File: src/design/itf_pkg.sv
// ----------------------------------------------------------------------------
// itf_pkg
// Shared types and constants for the integer text formatter.
// ----------------------------------------------------------------------------
package itf_pkg;

    localparam int MAX_FIELD_CHARS = 64;
    localparam int CNT_W = $clog2(MAX_FIELD_CHARS + 1);
    localparam int DIG_W = 7;
    localparam int IN_DATA_W = 88;
    localparam int BCD_W = 80;

    typedef enum logic [2:0]
    {
        CONV_D = 3'd0,
        CONV_U = 3'd1,
        CONV_X = 3'd2,
        CONV_XU = 3'd3,
        CONV_O = 3'd4,
        CONV_B = 3'd5,
        CONV_P = 3'd6,
        CONV_R = 3'd7
    } conv_t;

    // Classified request handed from the front to the back.
    typedef struct packed
    {
        logic [63:0] mag;
        logic [1:0] radix;       // 0 dec, 1 hex, 2 oct, 3 bin
        logic upper;
        logic is_nil;
        logic left;
        logic zpad;
        logic [1:0] pre_len;
        logic [7:0] pre0;
        logic [7:0] pre1;
        logic [CNT_W-1:0] width;
        logic [6:0] prec;        // saturated, valid when has_prec
        logic has_prec;
    } job_t;

    localparam logic [1:0] RAD_DEC = 2'd0;
    localparam logic [1:0] RAD_HEX = 2'd1;
    localparam logic [1:0] RAD_OCT = 2'd2;
    localparam logic [1:0] RAD_BIN = 2'd3;

    function automatic logic [7:0] digit_char(input logic [3:0] d, input logic upper);
        logic [7:0] c;
        begin
            if (d < 4'd10)
                c = 8'h30 + {4'd0, d};
            else if (upper)
                c = 8'h37 + {4'd0, d};
            else
                c = 8'h57 + {4'd0, d};
            return c;
        end
    endfunction

    function automatic logic [7:0] nil_char(input logic [2:0] i);
        logic [7:0] c;
        begin
            case (i)
                3'd0: c = 8'h28;
                3'd1: c = 8'h6e;
                3'd2: c = 8'h69;
                3'd3: c = 8'h6c;
                default: c = 8'h29;
            endcase
            return c;
        end
    endfunction

endpackage

File: src/design/itf_front.sv
// ----------------------------------------------------------------------------
// itf_front
// Decodes a request into magnitude, radix, prefix and padding controls.
// ----------------------------------------------------------------------------
module itf_front
(
    input  logic clk,
    input  logic rst_n,
    input  logic in_valid,
    output logic in_ready,
    input  logic [itf_pkg::IN_DATA_W-1:0] in_data,
    output logic job_valid,
    input  logic job_ready,
    output itf_pkg::job_t job
);
    import itf_pkg::*;

    logic [63:0] value;
    logic wide;
    conv_t conv;
    logic left, plus, space, alt, zpad;
    logic [6:0] width_raw, prec_raw;
    logic [63:0] v, mag;
    logic sgn, neg, ptr;
    job_t j;
    logic valid_reg;
    job_t job_reg;

    always_comb
    begin
        value = in_data[63:0];
        wide = in_data[64];
        conv = conv_t'(in_data[67:65]);
        left = in_data[68];
        plus = in_data[69];
        space = in_data[70];
        alt = in_data[71];
        zpad = in_data[72];
        width_raw = in_data[79:73];
        prec_raw = in_data[86:80];
        ptr = (conv == CONV_P);
        sgn = (conv == CONV_D);
        v = (ptr || !wide) ? {32'd0, value[31:0]} : value;
        neg = sgn && (wide ? v[63] : v[31]);
        mag = v;
        if (neg)
            mag = wide ? (~v + 64'd1) : {32'd0, ~v[31:0] + 32'd1};
        j = '0;
        j.mag = mag;
        j.left = left;
        j.zpad = zpad && !left && prec_raw[6];
        j.has_prec = !prec_raw[6];
        j.prec = (prec_raw > 7'(MAX_FIELD_CHARS - 2)) ? 7'(MAX_FIELD_CHARS - 2) : prec_raw;
        j.width = (width_raw > 7'(MAX_FIELD_CHARS)) ? CNT_W'(MAX_FIELD_CHARS)
                                                    : CNT_W'(width_raw);
        j.is_nil = ptr && (v == 64'd0);
        unique case (conv)
            CONV_X, CONV_P: j.radix = RAD_HEX;
            CONV_XU: begin j.radix = RAD_HEX; j.upper = 1'b1; end
            CONV_O: j.radix = RAD_OCT;
            CONV_B: j.radix = RAD_BIN;
            default: j.radix = RAD_DEC;
        endcase
        if (j.is_nil)
        begin
            j.zpad = 1'b0;
            j.has_prec = 1'b0;
        end
        if (sgn && (neg || plus || space))
        begin
            j.pre_len = 2'd1;
            j.pre0 = neg ? 8'h2d : (plus ? 8'h2b : 8'h20);
        end
        else if ((alt || ptr) && j.radix == RAD_HEX && mag != 64'd0)
        begin
            j.pre_len = 2'd2;
            j.pre0 = 8'h30;
            j.pre1 = j.upper ? 8'h58 : 8'h78;
        end
        else if (alt && j.radix == RAD_OCT && mag != 64'd0)
        begin
            j.pre_len = 2'd1;
            j.pre0 = 8'h30;
        end
    end

    assign in_ready = !valid_reg || job_ready;
    assign job_valid = valid_reg;
    assign job = job_reg;

    always_ff @(posedge clk or negedge rst_n)
    begin
        if (!rst_n)
            valid_reg <= 1'b0;
        else if (in_ready)
            valid_reg <= in_valid;
    end

    always_ff @(posedge clk)
    begin
        if (in_ready && in_valid)
            job_reg <= j;
    end
endmodule

File: src/design/itf_back.sv
// ----------------------------------------------------------------------------
// itf_back
// Converts the magnitude to digits serially and streams the characters.
// ----------------------------------------------------------------------------
module itf_back
(
    input  logic clk,
    input  logic rst_n,
    input  logic job_valid,
    output logic job_ready,
    input  itf_pkg::job_t job,
    output logic out_valid,
    input  logic out_ready,
    output logic [7:0] out_char,
    output logic out_last
);
    import itf_pkg::*;

    typedef enum logic [4:0]
    {
        ST_IDLE = 5'b00001,
        ST_CONV = 5'b00010,
        ST_COUNT = 5'b00100,
        ST_PLAN = 5'b01000,
        ST_EMIT = 5'b10000
    } state_t;

    state_t state_reg, state_next;
    job_t job_reg;
    logic [63:0] rem_reg;
    logic [BCD_W-1:0] digs_reg, scan_reg;
    logic [BCD_W-1:0] bcd_adj, digs_sh;
    logic [6:0] cnt_reg;
    logic [DIG_W-1:0] nd_reg;
    logic [CNT_W-1:0] pos_reg, total_reg;
    logic [CNT_W-1:0] lead_end_reg, pre_end_reg, zero_end_reg, dig_end_reg;
    logic [7:0] obuf_reg;
    logic olast_reg, ovalid_reg;
    logic [3:0] rdx;
    logic [3:0] dig;
    logic [6:0] mind, body;
    logic [6:0] pad, sp, zp;
    logic [7:0] ch;
    logic slot_free;
    logic [5:0] didx;
    logic [6:0] sh_amt;

    assign rdx = (job_reg.radix == RAD_OCT) ? 4'd7 :
                 (job_reg.radix == RAD_BIN) ? 4'd1 : 4'd15;
    assign slot_free = !ovalid_reg || out_ready;
    assign job_ready = (state_reg == ST_IDLE);
    assign out_valid = ovalid_reg;
    assign out_char = obuf_reg;
    assign out_last = olast_reg;

    always_comb
    begin
        for (int k = 0; k < BCD_W / 4; k++)
            bcd_adj[k*4 +: 4] = (digs_reg[k*4 +: 4] >= 4'd5) ? digs_reg[k*4 +: 4] + 4'd3
                                                             : digs_reg[k*4 +: 4];
        mind = (job_reg.has_prec && job_reg.prec > nd_reg) ? job_reg.prec : nd_reg;
        body = mind + {5'd0, job_reg.pre_len};
        if (job_reg.is_nil)
            body = 7'd5;
        pad = (7'(job_reg.width) > body) ? 7'(job_reg.width) - body : 7'd0;
        sp = (job_reg.left || job_reg.zpad) ? 7'd0 : pad;
        zp = job_reg.zpad ? pad : 7'd0;
        didx = 6'(dig_end_reg - pos_reg - 1'b1);
        unique case (job_reg.radix)
            RAD_OCT: sh_amt = {1'b0, didx} + {didx, 1'b0};
            RAD_BIN: sh_amt = {1'b0, didx};
            default: sh_amt = {didx[4:0], 2'b00};
        endcase
        digs_sh = digs_reg >> sh_amt;
        dig = digs_sh[3:0] & rdx;
        state_next = state_reg;
        unique case (state_reg)
            ST_IDLE: if (job_valid) state_next = ST_CONV;
            ST_CONV: if (cnt_reg == 7'd0) state_next = ST_COUNT;
            ST_COUNT: if (scan_reg == '0 && nd_reg != '0)
                          state_next = ST_PLAN;
            ST_PLAN: state_next = ST_EMIT;
            ST_EMIT: if (slot_free && pos_reg == total_reg - 1'b1)
                         state_next = ST_IDLE;
            default: state_next = ST_IDLE;
        endcase
        if (job_reg.is_nil)
            ch = (pos_reg >= lead_end_reg && pos_reg < pre_end_reg)
                 ? nil_char(3'(pos_reg - lead_end_reg)) : 8'h20;
        else if (pos_reg < lead_end_reg)
            ch = 8'h20;
        else if (pos_reg < pre_end_reg)
            ch = (pos_reg == lead_end_reg) ? job_reg.pre0 : job_reg.pre1;
        else if (pos_reg < zero_end_reg)
            ch = 8'h30;
        else if (pos_reg < dig_end_reg)
            ch = digit_char(dig, job_reg.upper);
        else
            ch = 8'h20;
    end

    always_ff @(posedge clk or negedge rst_n)
    begin
        if (!rst_n)
        begin
            state_reg <= ST_IDLE;
            ovalid_reg <= 1'b0;
        end
        else
        begin
            state_reg <= state_next;
            if (state_reg == ST_EMIT && slot_free)
                ovalid_reg <= 1'b1;
            else if (out_ready)
                ovalid_reg <= 1'b0;
        end
    end

    // Decimal digits come from a 64-step shift-and-add-three pass; other
    // radixes read their digits straight from the magnitude. The digit count
    // is then found by shifting a copy right one digit per cycle.
    always_ff @(posedge clk)
    begin
        unique case (state_reg)
            ST_IDLE:
            begin
                job_reg <= job;
                rem_reg <= job.mag;
                nd_reg <= '0;
                if (job.radix == RAD_DEC)
                begin
                    digs_reg <= '0;
                    cnt_reg <= 7'd64;
                end
                else
                begin
                    digs_reg <= {{(BCD_W - 64){1'b0}}, job.mag};
                    cnt_reg <= 7'd0;
                end
            end
            ST_CONV:
            begin
                if (cnt_reg != 7'd0)
                begin
                    digs_reg <= {bcd_adj[BCD_W-2:0], rem_reg[63]};
                    rem_reg <= {rem_reg[62:0], 1'b0};
                    cnt_reg <= cnt_reg - 7'd1;
                end
                else
                    scan_reg <= digs_reg;
            end
            ST_COUNT:
            begin
                if (scan_reg != '0 || nd_reg == '0)
                begin
                    nd_reg <= nd_reg + 1'b1;
                    unique case (job_reg.radix)
                        RAD_OCT: scan_reg <= scan_reg >> 3;
                        RAD_BIN: scan_reg <= scan_reg >> 1;
                        default: scan_reg <= scan_reg >> 4;
                    endcase
                end
            end
            ST_PLAN:
            begin
                pos_reg <= '0;
                lead_end_reg <= CNT_W'(sp);
                pre_end_reg <= CNT_W'(sp)
                               + (job_reg.is_nil ? CNT_W'(5) : CNT_W'(job_reg.pre_len));
                zero_end_reg <= CNT_W'(sp) + CNT_W'(job_reg.pre_len) + CNT_W'(zp)
                                + CNT_W'(mind - nd_reg);
                dig_end_reg <= CNT_W'(sp) + CNT_W'(zp) + CNT_W'(body);
                total_reg <= CNT_W'(pad) + CNT_W'(body);
            end
            ST_EMIT:
            begin
                if (slot_free)
                begin
                    obuf_reg <= ch;
                    olast_reg <= (pos_reg == total_reg - 1'b1);
                    pos_reg <= pos_reg + 1'b1;
                end
            end
            default: ;
        endcase
    end
endmodule

File: src/design/integer_text_formatter.sv
// ----------------------------------------------------------------------------
// integer_text_formatter
// Formats one printf-style integer conversion into a stream of characters.
// ----------------------------------------------------------------------------
// Channel  Dir  tdata                                              tuser
// s_axis   in   value, wide_value, conversion, flags, width, prec  -
// m_axis   out  character                                          - (tlast = last)
// The front decodes a request into a one-entry queue.
// The back takes the job, runs the shift-and-add-three pass for decimal
// (other radixes skip it), counts the digits one per cycle, plans the
// field, then sends one output character per cycle unless the output stalls.
// Reset clears the control state only.
// Either side may stall; the queue lets the front accept while the back works.
module integer_text_formatter
(
    input  logic clk,
    input  logic rst_n,
    input  logic s_axis_tvalid,
    output logic s_axis_tready,
    // value[63:0], wide_value[64], conversion[67:65], minus_flag[68],
    // plus_flag[69], blank_flag[70], hash_flag[71], zero_flag[72],
    // field_width[79:73], min_digits[86:80], bit 87 unused
    input  logic [87:0] s_axis_tdata,
    output logic m_axis_tvalid,
    input  logic m_axis_tready,
    // character[7:0]
    output logic [7:0] m_axis_tdata,
    output logic m_axis_tlast
);
    import itf_pkg::*;

    logic job_valid, job_ready;
    job_t job;

    itf_front u_front
    (
        .clk(clk), .rst_n(rst_n),
        .in_valid(s_axis_tvalid), .in_ready(s_axis_tready), .in_data(s_axis_tdata),
        .job_valid(job_valid), .job_ready(job_ready), .job(job)
    );

    itf_back u_back
    (
        .clk(clk), .rst_n(rst_n),
        .job_valid(job_valid), .job_ready(job_ready), .job(job),
        .out_valid(m_axis_tvalid), .out_ready(m_axis_tready),
        .out_char(m_axis_tdata), .out_last(m_axis_tlast)
    );
endmodule
File: config.mk
export PLATFORM = sky130hd
export DESIGN_NAME = integer_text_formatter
export DESIGN_NICKNAME = d
export VERILOG_FILES = /design/src/design/itf_pkg.sv /design/src/design/itf_front.sv /design/src/design/itf_back.sv /design/src/design/integer_text_formatter.sv
export SDC_FILE = /design/constraint.sdc
export NUM_CORES = 1
export LEC_CHECK = 0
export ABC_CLOCK_PERIOD_IN_PS = 9400
export BUFFER_PORTS_ARGS = -buffer_cell sky130_fd_sc_hd__buf_2
export CORE_MARGIN = 3
export CORE_UTILIZATION = 46
export DETAILED_ROUTE_END_ITERATION = 7
export PLACE_DENSITY_LB_ADDON = 0.25
export SYNTH_ARGS = -nofsm -noshare
export SYNTH_HDL_FRONTEND = slang
export SYNTH_SLANG_ARGS = --single-unit
File: constraint.sdc
create_clock -name clk -period 9.4 [get_ports clk]
set_input_delay 1.88 -clock clk [delete_from_list [all_inputs] [get_ports clk]]
set_output_delay 1.88 -clock clk [all_outputs]
set_load 0.1 [all_outputs]
==> out/metrics.csv <==
metric;value;unit
gpl congestion;0.926;
CORE AREA;60800;um2
cell area after synthesis;28500;um2
Die H;255;um
CP max-delay cell;fa_1;
Max Fclk;120;MHz
Top Usage Layer GRT;met2;
VDD IR max;0.318;mV
std cell rows;90;
fin crit share;88.3;%
hold slack final;411;ps
Routed WL;75.8;mm
min cycle time layout;8300;ps
Pre-antenna DRT Iters;5;
clk buf depth;3;
Final #Nets;3135;
result of the run;complete, no violations;
#FFs+latches synth;419;
pwr dens;387;nW/um2
vias in the first global route;21300;
final hold vios;0;
# DRC;0;
Async S/R FF share, synth;1.67;%
Main synth FF type;edfxtp_1;
P&R area growth vs syn;9.04;%
share of layout cells above drive strength 1;12.2;%
final slew viol count;0;
max_cap viols;0;
Setup Buffers After CTS;0;
share of the synthesized area in the top cell type;43.4;%
register area share after synthesis;44.1;%
clock-pin slew on the worst setup and hold paths;60;ps
IO Port Bufs;100;
worst reg2reg path depth;36;
# diodes;0;
Setup violations, final;0;
P_leak;0.0119;uW
total negative slack;0;ps
area leader, netlist;edfxtp_1;
vias;22000;
H-tree Lvls;2;
CP max FO;10;
Wirelength per Cell;20.4;um
largest net degree at the start of global routing;108;
HP Class;reg -> reg;
global routing usage on met1;34.2;%
Detailed Place HPWL;54.6;mm
clock sinks;419;
Setup crit start kind;flop;
met2 global-route usage;34.9;%
worst slew pin tran;1140;ps
Netlist cell types;99;
Critical Path RT;9730;ps
Initial Util;46.8;%
first-pass GRT wire length;119;mm
Design Power;12000;uW
CTS root buf;clkbuf_16;
die area;64900;um2
remaining global-route overflow;0;
count of flip-flops with a built-in enable after synthesis;412;
TritonCTS clock tree;done;
reg2reg setup slack;1100;ps
Mapped Avg Cell Area;9.87;um2
PostCTS Resize Cnt;0;
CP Capture Point;u_back.zero_end_reg[6];
DRT iter0 DRCs;2061;
crit path kind;reg -> reg;
max incr delay on CP;540;ps
RSZ-0062 raised after global routing;no;
antenna violations before repair;0;
chip width;255;um
M3 GR Usage;3.01;%
Final Skew;16.3;ps
yosys warns;0;
CP startpoint;u_back.nd_reg[1];
I/O pins;103;
TritonCTS buffer count;47;
max FFs per register;94;
Vias/cell;5.94;
ANT nets after route;0;
top post-synthesis cells by area;edfxtp_1, ha_1, a21oi_1;
crit end category;flop;
Hold Buf Count CTS;0;
worst flop-to-flop path startpoint;u_back.nd_reg[1];
crit path DAT;8630;ps
GRT Util Overall;23.1;%
slew margin rel.;24.2;%
Synth Instances;2887;
r2r endpoint;u_back.zero_end_reg[6];
Clock Latency Late Sink;590;ps
Most Frequent Cell on Critical Path;ha_1;
Yosys cell counts (17+ instances only):
cell      instances
o21a_1           17
xor2_1           49
a21oi_1         224
clkbuf_1        117
and3_1           21
o21ai_0         201
nor2b_1          24
xnor2_1         109
ha_1            126
buf_2            27
nor2_1          258
a31oi_1          25
nor4_1           39
o31ai_1          35
nor3b_1          25
mux2i_1         106
fa_1             25
nand4_1          20
mux4_2           27
nand3_1         103
a211oi_1         17
and2_1           19
nor3_1           52
edfxtp_1        412
inv_1           167
buf_1            23
mux2_2           75
nand2b_1         35
nand2_1         280
cells by family (layout without fill, tap and decap cells):
logic type,after synthesis,in the layout,synth area share [%]
XOR/XNOR,159,159,4.92
AO/OA/AOI/OAI,664,664,14.3
other,1,2,0.0132
buffers and inverters,342,381,4.70
AND/OR/NAND/NOR,943,943,15.9
flip-flops,419,419,44.1
adder cells (fa/ha/maj),151,151,7.29
multiplexers,208,208,8.83
layout make-up:
cell class                      instances  area (um2)
Timing Repair Buffer                  128         711
Clock inverter                         22         250
Tap cell                              782         978
Inverter                              169         637
Clock buffer                           62        1280
Multi-Input combinational cell       2127       14600
Fill cell                            5546       29800
Sequential cell                       419       12500
worst max-delay path, delay by kind of cell (launching register included):
family | cells | cell delay, ps
compound gates | 15 | 2830
flops | 1 | 440
xor+xnor | 3 | 380
simple gates | 5 | 900
fa+ha+maj | 8 | 2650
buf+inv | 5 | 840
worst min path at each step:
stage                    start                 end  slack (ps)  cells after the start
3_3_place_gp    u_front.job[4]   u_back.job_reg[4]         400                      0
3_5_place_dp   u_front.job[24]  u_back.job_reg[24]         400                      0
2_1_floorplan   u_front.job[0]   u_back.job_reg[0]         400                      0
4_1_cts         u_front.job[0]   u_back.job_reg[0]         420                      0
6_report        u_front.job[0]   u_back.job_reg[0]         410                      0
5_1_grt         u_front.job[4]   u_back.job_reg[4]         420                      0
metal layers:
metal  vias up  part of all wire (%)  routed length (um)
li1      10500                     -                   -
met1     10600                    46               34900
met2       791                    44               33300
met3       158                   6.5                4950
met4         0                   3.5                2630
met5         -                     0                   0
power breakdown:
part / switching (uW) / internal [uW]
clock network: 754 / 1100
logic: 3480 / 2470
registers: 870 / 3340
total: 5110 / 6900
layout by cell type, fill, tap and decap left out, types with 16 or more instances in the layout:
cell type / synthesis / routed
nand2b_1: 35 / 35
a21oi_1: 224 / 224
fa_1: 25 / 25
nand4_1: 20 / 20
a31oi_1: 25 / 25
inv_1: 167 / 166
nand3_1: 103 / 103
edfxtp_1: 412 / 412
mux2i_1: 106 / 106
mux4_2: 27 / 27
nor3_1: 52 / 52
a211oi_1: 17 / 17
buf_2: 27 / 100
nor4_1: 39 / 39
nor2b_1: 24 / 24
clkbuf_16: 0 / 48
xor2_1: 49 / 49
ha_1: 126 / 126
o31ai_1: 35 / 34
o21ai_0: 201 / 201
o21a_1: 17 / 17
nor2_1: 258 / 258
nand2_1: 280 / 279
and3_1: 21 / 21
buf_4: 6 / 28
nor3b_1: 25 / 24
and2_1: 19 / 17
mux2_2: 75 / 75
a21o_1: 16 / 16
xnor2_1: 109 / 109
metrics by stage:
| stage | cells | cell area [um2] | worst slack [ps] | utilization [%] |
|---|---|---|---|---|
| floorplan | 2888 | 28500 | 1540 | - |
| global placement | 3625 | 29500 | 1280 | 48.5 |
| detailed placement | 3625 | 29500 | 1080 | 48.5 |
| CTS | 3709 | 31100 | 1090 | 51.1 |
| global route | 3709 | 31100 | 416 | 51.1 |
| finish | 3709 | 31100 | 1100 | 51.1 |
No activity file was read; power rests on OpenSTA's default activity.
